## config.mk

```make
export PLATFORM = sky130hd
export DESIGN_NAME = byte_signature_scanner_top_flat
export DESIGN_NICKNAME = d
export VERILOG_FILES = /design/src/hw/rtl/bss_pkg.sv /design/src/hw/rtl/bss_byte_if.sv /design/src/hw/rtl/bss_result_if.sv /design/src/hw/rtl/byte_signature_scanner_top.sv /design/src/flat_wrapper.sv
export SDC_FILE = /design/constraint.sdc
export NUM_CORES = 1
export LEC_CHECK = 0
export ABC_CLOCK_PERIOD_IN_PS = 7800
export BUFFER_PORTS_ARGS = -buffer_cell sky130_fd_sc_hd__buf_2
export CORE_UTILIZATION = 55
export DETAILED_ROUTE_END_ITERATION = 12
export GPL_ROUTABILITY_DRIVEN = 0
export MAX_ROUTING_LAYER = met4
export PLACE_DENSITY = 0.72
export SLEW_MARGIN = 20
export SYNTH_ARGS = -nofsm -noshare
export SYNTH_HDL_FRONTEND = slang
export SYNTH_SLANG_ARGS = --single-unit
```

## constraint.sdc

```tcl
create_clock -name clk_i -period 7.8 [get_ports clk_i]
set_input_delay 1.17 -clock clk_i [delete_from_list [all_inputs] [get_ports clk_i]]
set_output_delay 1.17 -clock clk_i [all_outputs]
set_load 0.1 [all_outputs]
```

## src/hw/rtl/bss_pkg.sv

```systemverilog
// ----------------------------------------------------------------------------
// bss_pkg
// Shared constants for the byte signature scanner: window size, signature
// byte strings and match flag positions.
// ----------------------------------------------------------------------------
`default_nettype none

package bss_pkg;

  // Default window size: current byte plus WINDOW_BYTES-1 bytes of history
  localparam int unsigned WindowBytesDefault = 16;

  // Longest signature, sets the minimum history depth
  localparam int unsigned MaxSigLen = 16;

  // Signature lengths
  localparam int unsigned SyscallLen = 2;
  localparam int unsigned PebLen     = 9;
  localparam int unsigned AesLen     = 16;
  localparam int unsigned PopCount   = 6;

  // CLD/CALL/POP positions in history at the time the trailing byte arrives
  localparam int unsigned CldSlot    = 6;
  localparam int unsigned CallSlot   = 5;
  localparam int unsigned PopSlot    = 0;
  localparam int unsigned CldMinFill = 7;

  // Signature bytes, first byte of each signature at index 0
  localparam logic [7:0] SYSCALL_SIG [SyscallLen] = '{8'h0F, 8'h05};

  localparam logic [7:0] PEB_SIG [PebLen] = '{
    8'h65, 8'h48, 8'h8B, 8'h04, 8'h25, 8'h60, 8'h00, 8'h00, 8'h00
  };

  localparam logic [7:0] AES_SIG [AesLen] = '{
    8'h63, 8'h7C, 8'h77, 8'h7B, 8'hF2, 8'h6B, 8'h6F, 8'hC5,
    8'h30, 8'h01, 8'h67, 8'h2B, 8'hFE, 8'hD7, 8'hAB, 8'h76
  };

  localparam logic [7:0] POP_OPS [PopCount] = '{
    8'h58, 8'h59, 8'h5A, 8'h5B, 8'h5E, 8'h5F
  };

  localparam logic [7:0] CLD_OP  = 8'hFC;
  localparam logic [7:0] CALL_OP = 8'hE8;

  // Match flag bit positions
  localparam int unsigned FlagCld = 0;
  localparam int unsigned FlagSys = 1;
  localparam int unsigned FlagPeb = 2;
  localparam int unsigned FlagAes = 3;
  localparam int unsigned NumFlags = 4;

endpackage

`default_nettype wire

```

## src/hw/rtl/bss_byte_if.sv

```systemverilog
// ----------------------------------------------------------------------------
// bss_byte_if
// Valid/ready channel carrying one region byte and its last-of-region flag.
// ----------------------------------------------------------------------------
`default_nettype none

interface bss_byte_if;
  logic       valid;
  logic       ready;
  logic [7:0] data_byte;
  logic       last_of_region;

  modport source (output valid, output data_byte, output last_of_region, input ready);
  modport sink   (input valid, input data_byte, input last_of_region, output ready);
endinterface

`default_nettype wire

```

## src/hw/rtl/bss_result_if.sv

```systemverilog
// ----------------------------------------------------------------------------
// bss_result_if
// Valid/ready channel carrying the per-region signature flags.
// ----------------------------------------------------------------------------
`default_nettype none

interface bss_result_if;
  logic valid;
  logic ready;
  logic found_cld_call_pop;
  logic found_syscall;
  logic found_gs_load;
  logic found_sbox_head;
  logic any_found;

  modport source (
    output valid, output found_cld_call_pop, output found_syscall,
    output found_gs_load, output found_sbox_head, output any_found, input ready
  );
  modport sink (
    input valid, input found_cld_call_pop, input found_syscall,
    input found_gs_load, input found_sbox_head, input any_found, output ready
  );
endinterface

`default_nettype wire

```

## src/hw/rtl/byte_signature_scanner_top.sv

```systemverilog
// ----------------------------------------------------------------------------
// byte_signature_scanner_top
// Scans the bytes of a region for four fixed signatures and reports sticky
// match flags on the last byte of the region.
// ----------------------------------------------------------------------------
//
//   Channel | Dir | Payload                                  | Item
//   --------+-----+------------------------------------------+-----------------
//   in_i    | in  | data_byte[7:0], last_of_region           | one region byte
//   out_o   | out | found_cld_call_pop, found_syscall,       | one per region,
//           |     | found_gs_load, found_sbox_head, any_found| on last byte
//
// One byte per clock, sustained while a region's last byte finds room in the
// result register. A byte is registered on accept and compared against all
// signatures in the following cycle; on the last byte the flags load into the
// result register once it has room, and the result is offered from there.
// Reset clears the fill count, flags and valid bits; history needs none since
// the fill count gates every slot. A stalled result holds only the last byte
// of the next region; bytes before it keep flowing.
// ----------------------------------------------------------------------------
`default_nettype none

module byte_signature_scanner_top #(
  parameter int unsigned WINDOW_BYTES = bss_pkg::WindowBytesDefault
) (
  input  wire          clk_i,
  input  wire          rst_ni,
  bss_byte_if.sink     in_i,
  bss_result_if.source out_o
);

  localparam int unsigned HistLen = WINDOW_BYTES - 1;
  localparam int unsigned FillW   = $clog2(WINDOW_BYTES + 1);

  // Input register
  logic       s1_valid_q;
  logic [7:0] s1_byte_q;
  logic       s1_last_q;
  logic       s1_adv;

  // Scan state
  logic [7:0]                  hist_q [HistLen];
  logic [FillW-1:0]            fill_q;
  logic [bss_pkg::NumFlags-1:0] flags_q, flags_d;

  // Result register
  logic                         out_valid_q;
  logic [bss_pkg::NumFlags-1:0] res_flags_q;

  // Match terms
  logic hit_sys, hit_peb, hit_aes, hit_cld, is_pop;

  // A non-last byte always advances; a last byte needs room in the result reg
  assign s1_adv    = s1_valid_q && (!s1_last_q || !out_valid_q || out_o.ready);
  assign in_i.ready = !s1_valid_q || s1_adv;

  // Capture input byte
  always_ff @(posedge clk_i or negedge rst_ni) begin
    if (!rst_ni) begin
      s1_valid_q <= 1'b0;
    end else if (in_i.ready) begin
      s1_valid_q <= in_i.valid;
    end
  end

  always_ff @(posedge clk_i) begin
    if (in_i.ready && in_i.valid) begin
      s1_byte_q <= in_i.data_byte;
      s1_last_q <= in_i.last_of_region;
    end
  end

  // Compare the current byte and history against every signature
  always_comb begin
    hit_sys = (fill_q >= FillW'(bss_pkg::SyscallLen - 1))
           && (s1_byte_q == bss_pkg::SYSCALL_SIG[1])
           && (hist_q[0] == bss_pkg::SYSCALL_SIG[0]);

    hit_peb = (fill_q >= FillW'(bss_pkg::PebLen - 1))
           && (s1_byte_q == bss_pkg::PEB_SIG[bss_pkg::PebLen-1]);
    for (int j = 0; j < int'(bss_pkg::PebLen) - 1; j++) begin
      if (hist_q[j] != bss_pkg::PEB_SIG[int'(bss_pkg::PebLen) - 2 - j]) hit_peb = 1'b0;
    end

    hit_aes = (fill_q >= FillW'(bss_pkg::AesLen - 1))
           && (s1_byte_q == bss_pkg::AES_SIG[bss_pkg::AesLen-1]);
    for (int j = 0; j < int'(bss_pkg::AesLen) - 1; j++) begin
      if (hist_q[j] != bss_pkg::AES_SIG[int'(bss_pkg::AesLen) - 2 - j]) hit_aes = 1'b0;
    end

    is_pop = 1'b0;
    for (int k = 0; k < int'(bss_pkg::PopCount); k++) begin
      if (hist_q[bss_pkg::PopSlot] == bss_pkg::POP_OPS[k]) is_pop = 1'b1;
    end

    hit_cld = (fill_q >= FillW'(bss_pkg::CldMinFill))
           && (hist_q[bss_pkg::CldSlot] == bss_pkg::CLD_OP)
           && (hist_q[bss_pkg::CallSlot] == bss_pkg::CALL_OP)
           && is_pop;

    flags_d = flags_q;
    flags_d[bss_pkg::FlagCld] = flags_q[bss_pkg::FlagCld] | hit_cld;
    flags_d[bss_pkg::FlagSys] = flags_q[bss_pkg::FlagSys] | hit_sys;
    flags_d[bss_pkg::FlagPeb] = flags_q[bss_pkg::FlagPeb] | hit_peb;
    flags_d[bss_pkg::FlagAes] = flags_q[bss_pkg::FlagAes] | hit_aes;
  end

  // Advance fill count and flags; clear both at the end of a region
  always_ff @(posedge clk_i or negedge rst_ni) begin
    if (!rst_ni) begin
      fill_q  <= '0;
      flags_q <= '0;
    end else if (s1_adv) begin
      if (s1_last_q) begin
        fill_q  <= '0;
        flags_q <= '0;
      end else begin
        flags_q <= flags_d;
        if (fill_q < FillW'(WINDOW_BYTES)) begin
          fill_q <= fill_q + FillW'(1);
        end
      end
    end
  end

  // Shift history, newest byte in slot zero
  always_ff @(posedge clk_i) begin
    if (s1_adv && !s1_last_q) begin
      hist_q[0] <= s1_byte_q;
      for (int j = 1; j < int'(HistLen); j++) begin
        hist_q[j] <= hist_q[j-1];
      end
    end
  end

  // Result register: load on last byte, drop when taken
  always_ff @(posedge clk_i or negedge rst_ni) begin
    if (!rst_ni) begin
      out_valid_q <= 1'b0;
    end else if (s1_adv && s1_last_q) begin
      out_valid_q <= 1'b1;
    end else if (out_o.ready) begin
      out_valid_q <= 1'b0;
    end
  end

  always_ff @(posedge clk_i) begin
    if (s1_adv && s1_last_q) begin
      res_flags_q <= flags_d;
    end
  end

  assign out_o.valid              = out_valid_q;
  assign out_o.found_cld_call_pop = res_flags_q[bss_pkg::FlagCld];
  assign out_o.found_syscall      = res_flags_q[bss_pkg::FlagSys];
  assign out_o.found_gs_load      = res_flags_q[bss_pkg::FlagPeb];
  assign out_o.found_sbox_head    = res_flags_q[bss_pkg::FlagAes];
  assign out_o.any_found          = |res_flags_q;

endmodule

`default_nettype wire
```

## src/flat_wrapper.sv

```systemverilog
// flat-port wrapper written by rule: the top's interface ports become plain ports
module byte_signature_scanner_top_flat 
#(
  parameter int unsigned WINDOW_BYTES = bss_pkg::WindowBytesDefault
)
  (clk_i, rst_ni, in_i_valid, in_i_data_byte, in_i_last_of_region, in_i_ready, out_o_valid, out_o_found_cld_call_pop, out_o_found_syscall, out_o_found_gs_load, out_o_found_sbox_head, out_o_any_found, out_o_ready);
  bss_byte_if in_i_i ();
  bss_result_if out_o_i ();
  input  wire clk_i;
  input  wire rst_ni;
  input wire logic [$bits(in_i_i.valid)-1:0] in_i_valid;
  input wire logic [$bits(in_i_i.data_byte)-1:0] in_i_data_byte;
  input wire logic [$bits(in_i_i.last_of_region)-1:0] in_i_last_of_region;
  output wire logic [$bits(in_i_i.ready)-1:0] in_i_ready;
  output wire logic [$bits(out_o_i.valid)-1:0] out_o_valid;
  output wire logic [$bits(out_o_i.found_cld_call_pop)-1:0] out_o_found_cld_call_pop;
  output wire logic [$bits(out_o_i.found_syscall)-1:0] out_o_found_syscall;
  output wire logic [$bits(out_o_i.found_gs_load)-1:0] out_o_found_gs_load;
  output wire logic [$bits(out_o_i.found_sbox_head)-1:0] out_o_found_sbox_head;
  output wire logic [$bits(out_o_i.any_found)-1:0] out_o_any_found;
  input wire logic [$bits(out_o_i.ready)-1:0] out_o_ready;
  assign in_i_i.valid = in_i_valid;
  assign in_i_i.data_byte = in_i_data_byte;
  assign in_i_i.last_of_region = in_i_last_of_region;
  assign in_i_ready = in_i_i.ready;
  assign out_o_valid = out_o_i.valid;
  assign out_o_found_cld_call_pop = out_o_i.found_cld_call_pop;
  assign out_o_found_syscall = out_o_i.found_syscall;
  assign out_o_found_gs_load = out_o_i.found_gs_load;
  assign out_o_found_sbox_head = out_o_i.found_sbox_head;
  assign out_o_any_found = out_o_i.any_found;
  assign out_o_i.ready = out_o_ready;
  byte_signature_scanner_top #(.WINDOW_BYTES(WINDOW_BYTES)) u_core (.clk_i(clk_i), .rst_ni(rst_ni), .in_i(in_i_i), .out_o(out_o_i));
endmodule
```

# Word-level counts from Yosys, hierarchy flattened
# Memory sizes are Yosys's and may differ from the RTL's.
# Index checks and enable logic that the tools add are counted.
# op_classes
add_sub_neg	1
n_mul	0
n_div	0
n_lt_le_gt_ge	5
n_eq_ne	32
n_shift	0
muxes	36
bitwise	4
n_reduce_logical	24
# op_table
cell	n
$ne A8 B7 Y1 const B	10
$eq A8 B7 Y1 const B	7
$ne A8 B8 Y1 const B	6
$mux W1	33
$ne A8 B6 Y1 const B	3
$eq A8 B8 Y1 const B	2
$reduce_bool A8 Y1	2
$logic_and A1 B1 Y1	11
$ge A5 B4 Y1 const B	2
$mux W5	2
$eq A8 B3 Y1 const B	1
$eq A8 B4 Y1 const B	1
$logic_not A8 Y1	1
$ne A8 B1 Y1 const B	1
$ne A8 B3 Y1 const B	1
$add A5 B1 Y5 const B	1
$ge A5 B1 Y1 const B	1
$ge A5 B3 Y1 const B	1
$lt A5 B5 Y1 const B	1
$mux W4	1
$or A1 B1 Y1	4
$reduce_bool A2 Y1	2
$reduce_or A4 Y1	1
$logic_not A1 Y1	3
2 further kinds	4
# totals
register_bits	24
latch_bits	0
mem_bits_rw	120
mem_bits_ro	0
in_bits	13
output_inout_bits	7
elab_cells	110
mem_count	1
# memory_table
memory	words	word_bits	rd	rd_clocked_by_memory_dff	write_ports	line_no	rtl
u_core.hist_q	15	8	15	0	15	byte_signature_scanner_top.sv:42	logic [7:0] hist_q [HistLen];

# Longest topological paths before layout
# Gate-level depths: netlist (run 1).
# logic_depth
ltp_word	19
depth_mapped	7
depth_no_buf	7

# Least setup slack after synthesis (run 1)
# No wires, ideal clock.
# synth_timing
path_type	input to register
from	input port out_o_ready
to	register u_core.fill_q[0]
setup_time_ps	87
arrival_time_ps	7040
required_ps	7713
slack_ps	673
cell_stages	4
n_path_buf	0
path_cell_list	nand3b_1 nand2_1 nor2_1 a31o_2
# synth_via
elab_chain_cells	3
# synth_lines
item	line_no	rtl
from (decl)	flat_wrapper.sv:21	input wire logic [$bits(out_o_i.ready)-1:0] out_o_ready;
$logic_or A1 B1 Y1	byte_signature_scanner_top.sv:54	assign s1_adv = s1_valid_q && (!s1_last_q || !out_valid_q || out_o.ready);
$logic_and A1 B1 Y1	byte_signature_scanner_top.sv:54	
$reduce_and A2 Y1 (no source line)	n/a	
to (signal assigned)	byte_signature_scanner_top.sv:120	fill_q <= fill_q + FillW'(1);
to (decl)	byte_signature_scanner_top.sv:43	logic [FillW-1:0] fill_q;
# No other way between the ends.
# A chain may end at the register's enable or synchronous reset.

# Worst setup path in the final report (run 1)
# layout_timing
from	input port out_o_ready
to	output port in_i_ready
# layout_via
elab_chain_cells	3
# layout_lines
item	line_no	rtl
$logic_or A1 B1 Y1	byte_signature_scanner_top.sv:54	
$logic_and A1 B1 Y1	byte_signature_scanner_top.sv:54	
$logic_or A1 B1 Y1	byte_signature_scanner_top.sv:55	assign in_i.ready = !s1_valid_q || s1_adv;
to (decl)	flat_wrapper.sv:14	output wire logic [$bits(in_i_i.ready)-1:0] in_i_ready;
# No other way between the ends.

==> results of run 1 <==
[layout by cell type, fill, tap and decap left out, drive strengths merged, types with 6 or more instances in the layout]
| cell type | instances |
|---|---|
| inv | 7 |
| nor4 | 15 |
| nor4b | 7 |
| nor2 | 7 |
| clkbuf | 21 |
| dfrtp | 11 |
| nand2 | 14 |
| buf | 21 |
| clkinv | 6 |
| edfxtp | 133 |
| nand4b | 14 |
| nand4 | 8 |
[power by group through the flow]
| stage | clock network, mW | logic [mW] | registers, mW |
|---|---|---|---|
| after floorplan | 0 | 0.0568 | 0.944 |
| after global placement | 0 | 0.0767 | 0.944 |
| after detailed placement | 0 | 0.0793 | 0.947 |
| after CTS | 0.844 | 0.0795 | 0.932 |
| after global routing | 0.875 | 0.0886 | 0.938 |
| final | 0.831 | 0.0790 | 0.932 |
[final cells by class]
type                       instances  area (sq um)  share of cell area [%]
clock buffer                      21           459                    7.64
clock inverter                    11           161                    2.69
inverter                           7          26.3                   0.437
multi-input combinational        121           850                    14.1
sequential                       144          4270                    71.0
tap                              108           135                    2.25
timing repair buffer              21           110                    1.83
[kinds of logic (layout without fill, tap and decap cells)]
logic type                 count (synthesis)  count (layout)
DFF                                      144             144
adders and majority gates                  4               4
AOI/OAI and AO/OA                         21              21
and+or+nand+nor                           96              96
buffers and inverters                     10              60
[path summary, 6_finish.rpt]
kind / slack, ns / end / cells past startpoint
hold / removal: 0.44 / u_core.hist_q[1][35] / 0
hold reg to reg: 0.44 / u_core.hist_q[1][35] / 0
setup reg to reg: 5.58 / u_core.hist_q[1][18] / 4
setup / recovery: 4.77 / in_i_ready / 3
min in group asynchronous: 0.51 / u_core.flags_q[3] / 1
max in group asynchronous: 7.09 / u_core.flags_q[1] / 1
[state kept, by name, summed over array words and instances, names as in the netlist]
name / flops
u_core.fill_q: 5
u_core.s1_byte_q: 8
u_core.res_flags_q: 4
u_core.s1_valid_q: 1
u_core.flags_q: 4
u_core.out_o.valid: 1
u_core.s1_last_q: 1
u_core.hist_q: 120
[per-layer routing]
layer / GRT usage, % / wire length (microns) / vias to the layer above
li1: - / - / 1200
met1: 29.2 / 3880 / 1336
met2: 30.2 / 4310 / 125
met3: 7.30 / 785 / 15
met4: 10.6 / 208 / 0
met5: - / 0 / -
[through the flow]
stage	util, %	std cells	setup slack (ns)	area [sq um]
2_1_floorplan	-	275	0.673	5160
3_3_place_gp	60.6	401	4.77	5390
3_5_place_dp	60.6	401	4.77	5390
4_1_cts	67.6	433	4.76	6010
5_1_grt	67.6	433	4.73	6010
6_report	67.6	433	4.77	6010
[worst max-delay path, stage by stage]
cell      delay (ns)
buf_2           0.09
nand4b_1        0.15
buf_2           0.45
==> impl_metrics.json, run 1 <==
{
  "status": "finished clean",
  "hp-start": "u_core.hist_q[1][27]",
  "synth_compound_area_share_pct": 2.94,
  "dr.pass1.iters": 4,
  "slew_viol_final": 0,
  "dieArea_sq_um": 9770,
  "synth-edff-count": 133,
  "rr_startpoint": "u_core.s1_last_q",
  "tns_ns": 0,
  "timing.final.crit_share_pct": 38.9,
  "cts_buffers": 17,
  "pwr_density_cell_nw_per_um2": 307,
  "wirelength_mm": 9.18,
  "vdd_drop_max_mv": 0.223,
  "setup_viol": 0,
  "synth-simple-area-share_pct": 12.4,
  "fmax_mhz": 330,
  "worstMarginPinSlew_ns": 0.818,
  "crit_arrival_ns": 1.86,
  "synth_top_family_by_area": "simple AND/OR/NAND/NOR gates",
  "track_usage_pct": 21.8,
  "seqPwrFrac_pct": 50.6,
  "root_buffer": "clkbuf_8",
  "clockBufferDepth": 2,
  "hold_buffers": 0,
  "fill_cells": 561,
  "critical_path_class": "in -> out",
  "leakagePower_nw": 2.08,
  "dpl.hpwl_mm": 6.09,
  "num_rows": 34,
  "drc": 0,
  "synthArstFlopShare_pct": 7.64,
  "synthTopCellsByCount": "edfxtp_1 (133), nor4_1 (15), nand2_1 (14), nand4b_1 (14), dfrtp_1 (11)",
  "hp-class": "reg -> reg",
  "rsz0062_at_grt": "no",
  "htreeDepth": 4,
  "area_growth_pct": 16.6,
  "hold_viol": 0,
  "post-cts-setup-buffer-count": 0,
  "maxSlewHeadroom_pct": 45.5,
  "syn_area_per_cell_sq_um": 18.7,
  "synth_adder_area_share_pct": 0.971,
  "coreArea_sq_um": 8890,
  "wl_per_cell_microns": 21.2,
  "via_count": 2676,
  "ys_ff_latch": 144,
  "diodes": 0,
  "power_switching_mw": 0.379,
  "cts_resized": 0,
  "p_int_mw": 1.46,
  "synthMuxAreaShare_pct": 0,
  "yosysTopAreaCellShare_pct": 77.5,
  "antenna_left": 0,
  "fin_hold_ws_ns": 0.444,
  "yosys_warnings": 0,
  "fin_total_pwr_mw": 1.84,
  "synth_top_flop_cell": "edfxtp_1",
  "initialDrtViolationCount": 253,
  "cp_max_fo": 3,
  "start_util_pct": 58.0,
  "ys_seq_area_share_pct": 82.8,
  "p_comb_share_pct": 4.3,
  "setup.worst_path.start": "out_o_ready",
  "yosysTopAreaCell": "edfxtp_1",
  "nNetsFinal": 329,
  "tritoncts": "yes",
  "antenna_found_initial": 0,
  "numPortBuffers": 19,
  "swShare_pct": 20.6,
  "required_ns": 6.63,
  "drv_cap": 0,
  "vias_per_cell": 6.18,
  "finalCriticalPeriod_ns": 3.03,
  "clk_pin_slew_ns": 0.06,
  "skew_ns": 0.0104,
  "worstSetupStartpointType": "input pin",
  "grt_pass1_wl_mm": 14.3,
  "ys_types": 41,
  "synth-xor-area-share_pct": 0,
  "grt_pass1_vias": 2648,
  "drive_gt1_share_pct": 18.2,
  "clock_sinks": 144,
  "syn_area_sq_um": 5160,
  "pwr-share-clk_pct": 45.1,
  "die_h_microns": 98.8,
  "yosysMostFrequentCell": "edfxtp_1",
  "grt_max_degree": 70,
  "overflow": 0,
  "synthTopCellsByArea": "edfxtp_1 (77%), dfrtp_1 (5.3%), nand4b_1 (2.4%)",
  "synth_cells": 275,
  "syn-num-nets": 292,
  "die-width_microns": 98.8,
  "end_kind": "output pin",
  "io_pins": 20,
  "insertion_delay_ns": 0.53
}
No activity file was read; power rests on OpenSTA's default activity.
==> run 2: changes to the inputs <==
--- a/config.mk
+++ b/config.mk
@@ -5,13 +5,13 @@
 export SDC_FILE = /design/constraint.sdc
 export NUM_CORES = 1
 export LEC_CHECK = 0
-export ABC_CLOCK_PERIOD_IN_PS = 7800
+export ABC_CLOCK_PERIOD_IN_PS = 2700
 export BUFFER_PORTS_ARGS = -buffer_cell sky130_fd_sc_hd__buf_2
-export CORE_UTILIZATION = 55
+export CORE_UTILIZATION = 54
 export DETAILED_ROUTE_END_ITERATION = 12
 export GPL_ROUTABILITY_DRIVEN = 0
 export MAX_ROUTING_LAYER = met4
-export PLACE_DENSITY = 0.72
+export PLACE_DENSITY = 0.74
 export SLEW_MARGIN = 20
 export SYNTH_ARGS = -nofsm -noshare
 export SYNTH_HDL_FRONTEND = slang
==> constraint.sdc (replaced) <==
create_clock -name clk_i -period 2.7 [get_ports clk_i]
set_input_delay 0.405 -clock clk_i [delete_from_list [all_inputs] [get_ports clk_i]]
set_output_delay 0.405 -clock clk_i [all_outputs]
set_load 0.1 [all_outputs]
==> impl_metrics.json, run 2 (synthesized netlist as in run 1, its figures left out) <==
{
  "cts_resized": 0,
  "grt_pass1_wl_mm": 15.1,
  "finalCriticalPeriod_ns": 2.13,
  "fill_cells": 637,
  "coreArea_sq_um": 9240,
  "num_rows": 35,
  "reg_top3": "u_core.hist_q: 120 flops, u_core.s1_byte_q: 8 flops, u_core.fill_q: 5 flops",
  "via_count": 2736,
  "hold_viol": 0,
  "cp_max_fo": 2,
  "final_common_cell": "edfxtp_1",
  "area_growth_pct": 16.9,
  "status": "finished clean",
  "final_cell_mix": "edfxtp_1 (133), buf_2 (19), clkbuf_16 (16)",
  "tritoncts": "yes",
  "root_buffer": "clkbuf_8",
  "leakagePower_nw": 2.06,
  "largest-register": "u_core.hist_q",
  "setup_viol": 0,
  "die-width_microns": 99.7,
  "place_ws_ns": 0.723,
  "diodes": 0,
  "critical_path_class": "reg -> out",
  "cp-endpoint": "out_o_any_found",
  "io_pins": 20,
  "cts_buffers": 17,
  "slew_viol_final": 0,
  "dr.pass1.iters": 5,
  "fin_hold_ws_ns": 0.0449,
  "timing.final.crit_share_pct": 78.8,
  "overflow": 0,
  "drive_gt1_share_pct": 19.4,
  "die_h_microns": 99.7,
  "vdd_drop_max_mv": 0.805,
  "track_usage_pct": 22.7,
  "vias_per_cell": 5.96,
  "insertion_delay_ns": 0.53,
  "grt_pass1_vias": 2673,
  "utilization_pct": 65.2,
  "r2r_end": "u_core.flags_q[1]",
  "rr_startpoint": "u_core.s1_byte_q[1]",
  "antenna_left": 0,
  "required_ns": 2.30,
  "dieArea_sq_um": 9940,
  "clk_pin_slew_ns": 0.06,
  "drc": 0,
  "fmax_mhz": 470,
  "wirelength_mm": 9.72,
  "worstSetupStartpointType": "flip-flop",
  "end_kind": "output pin",
  "hp-class": "in -> reg",
  "tns_ns": 0,
  "grt_max_degree": 36,
  "worstMarginPinSlew_ns": 0.561,
  "nNetsFinal": 334,
  "maxSlewHeadroom_pct": 62.5,
  "skew_ns": 0.00833,
  "fin_ws_ns": 0.571,
  "pwr_density_cell_nw_per_um2": 824,
  "antenna_found_initial": 0,
  "rsz0062_at_grt": "no",
  "setup.worst_path.start": "u_core.res_flags_q[1]",
  "clock_sinks": 144,
  "crit_arrival_ns": 1.72,
  "start_util_pct": 55.8,
  "htreeDepth": 4,
  "largest_reg_flops": 120,
  "dpl.hpwl_mm": 6.52,
  "hp-start": "in_i_data_byte[5]",
  "wl_per_cell_microns": 21.2,
  "initialDrtViolationCount": 272,
  "numPortBuffers": 19,
  "clockBufferDepth": 2,
  "drv_cap": 0,
  "ff2ff_path_depth": 5,
  "rrSetupSlack_ns": 0.65
}
==> run 2: stage by stage <==
stage | cells | power (mW) | cell area, sq um
final | 459 | 4.96 | 6030
after global routing | 459 | 5.12 | 6030
after CTS | 459 | 4.99 | 6030
after detailed placement | 426 | 2.98 | 5500
after global placement | 426 | 2.97 | 5500
after floorplan | 275 | 2.88 | 5170
==> run 2: timing repair <==
action | 4_1_cts | 5_1_grt
hold buffers | 1 | 0
hold endpoints to repair | 11 | 0
buffers inserted | 0 | 0
==> run 2: area by class of cell <==
| class | count | area, sq um | area share (%) |
|---|---|---|---|
| Inverter | 7 | 26.3 | 0.436 |
| Clock inverter | 13 | 92.6 | 1.54 |
| Clock buffer | 19 | 422 | 7.00 |
| Multi-Input combinational cell | 121 | 852 | 14.1 |
| Sequential cell | 144 | 4270 | 70.9 |
| Timing Repair Buffer | 26 | 200 | 3.32 |
| Tap cell | 129 | 161 | 2.68 |
==> run 2: critical path, cell delays in order, from the launching register on <==
cell and delay [ns]:
edfxtp_1 0.37, or4_1 0.52, buf_2 0.30
==> run 2: worst min path at each step <==
stage	to	slack [ns]	cells past startpoint
6_report	u_core.s1_byte_q[5]	0.04	1
5_1_grt	u_core.s1_byte_q[7]	0.02	1
3_3_place_gp	u_core.flags_q[0]	0.30	1
4_1_cts	u_core.s1_last_q	0.03	1
2_1_floorplan	u_core.fill_q[0]	0.11	0
3_5_place_dp	u_core.flags_q[0]	0.30	1
==> run 2: report_power, final <==
part	switching, mW	total, mW	internal (mW)	leakage (nW)
Clock	0.893	2.02	1.13	0.252
Combinational	0.163	0.252	0.0892	0.408
Sequential	0.106	2.69	2.59	1.40
==> run 2: layer usage <==
metal	GRT usage (%)	share of wire, %	vias to the layer above
li1	-	-	1210
met1	30.0	43	1386
met2	32.5	47	113
met3	6.54	7.0	27
met4	11.3	2.7	0
met5	-	0	-
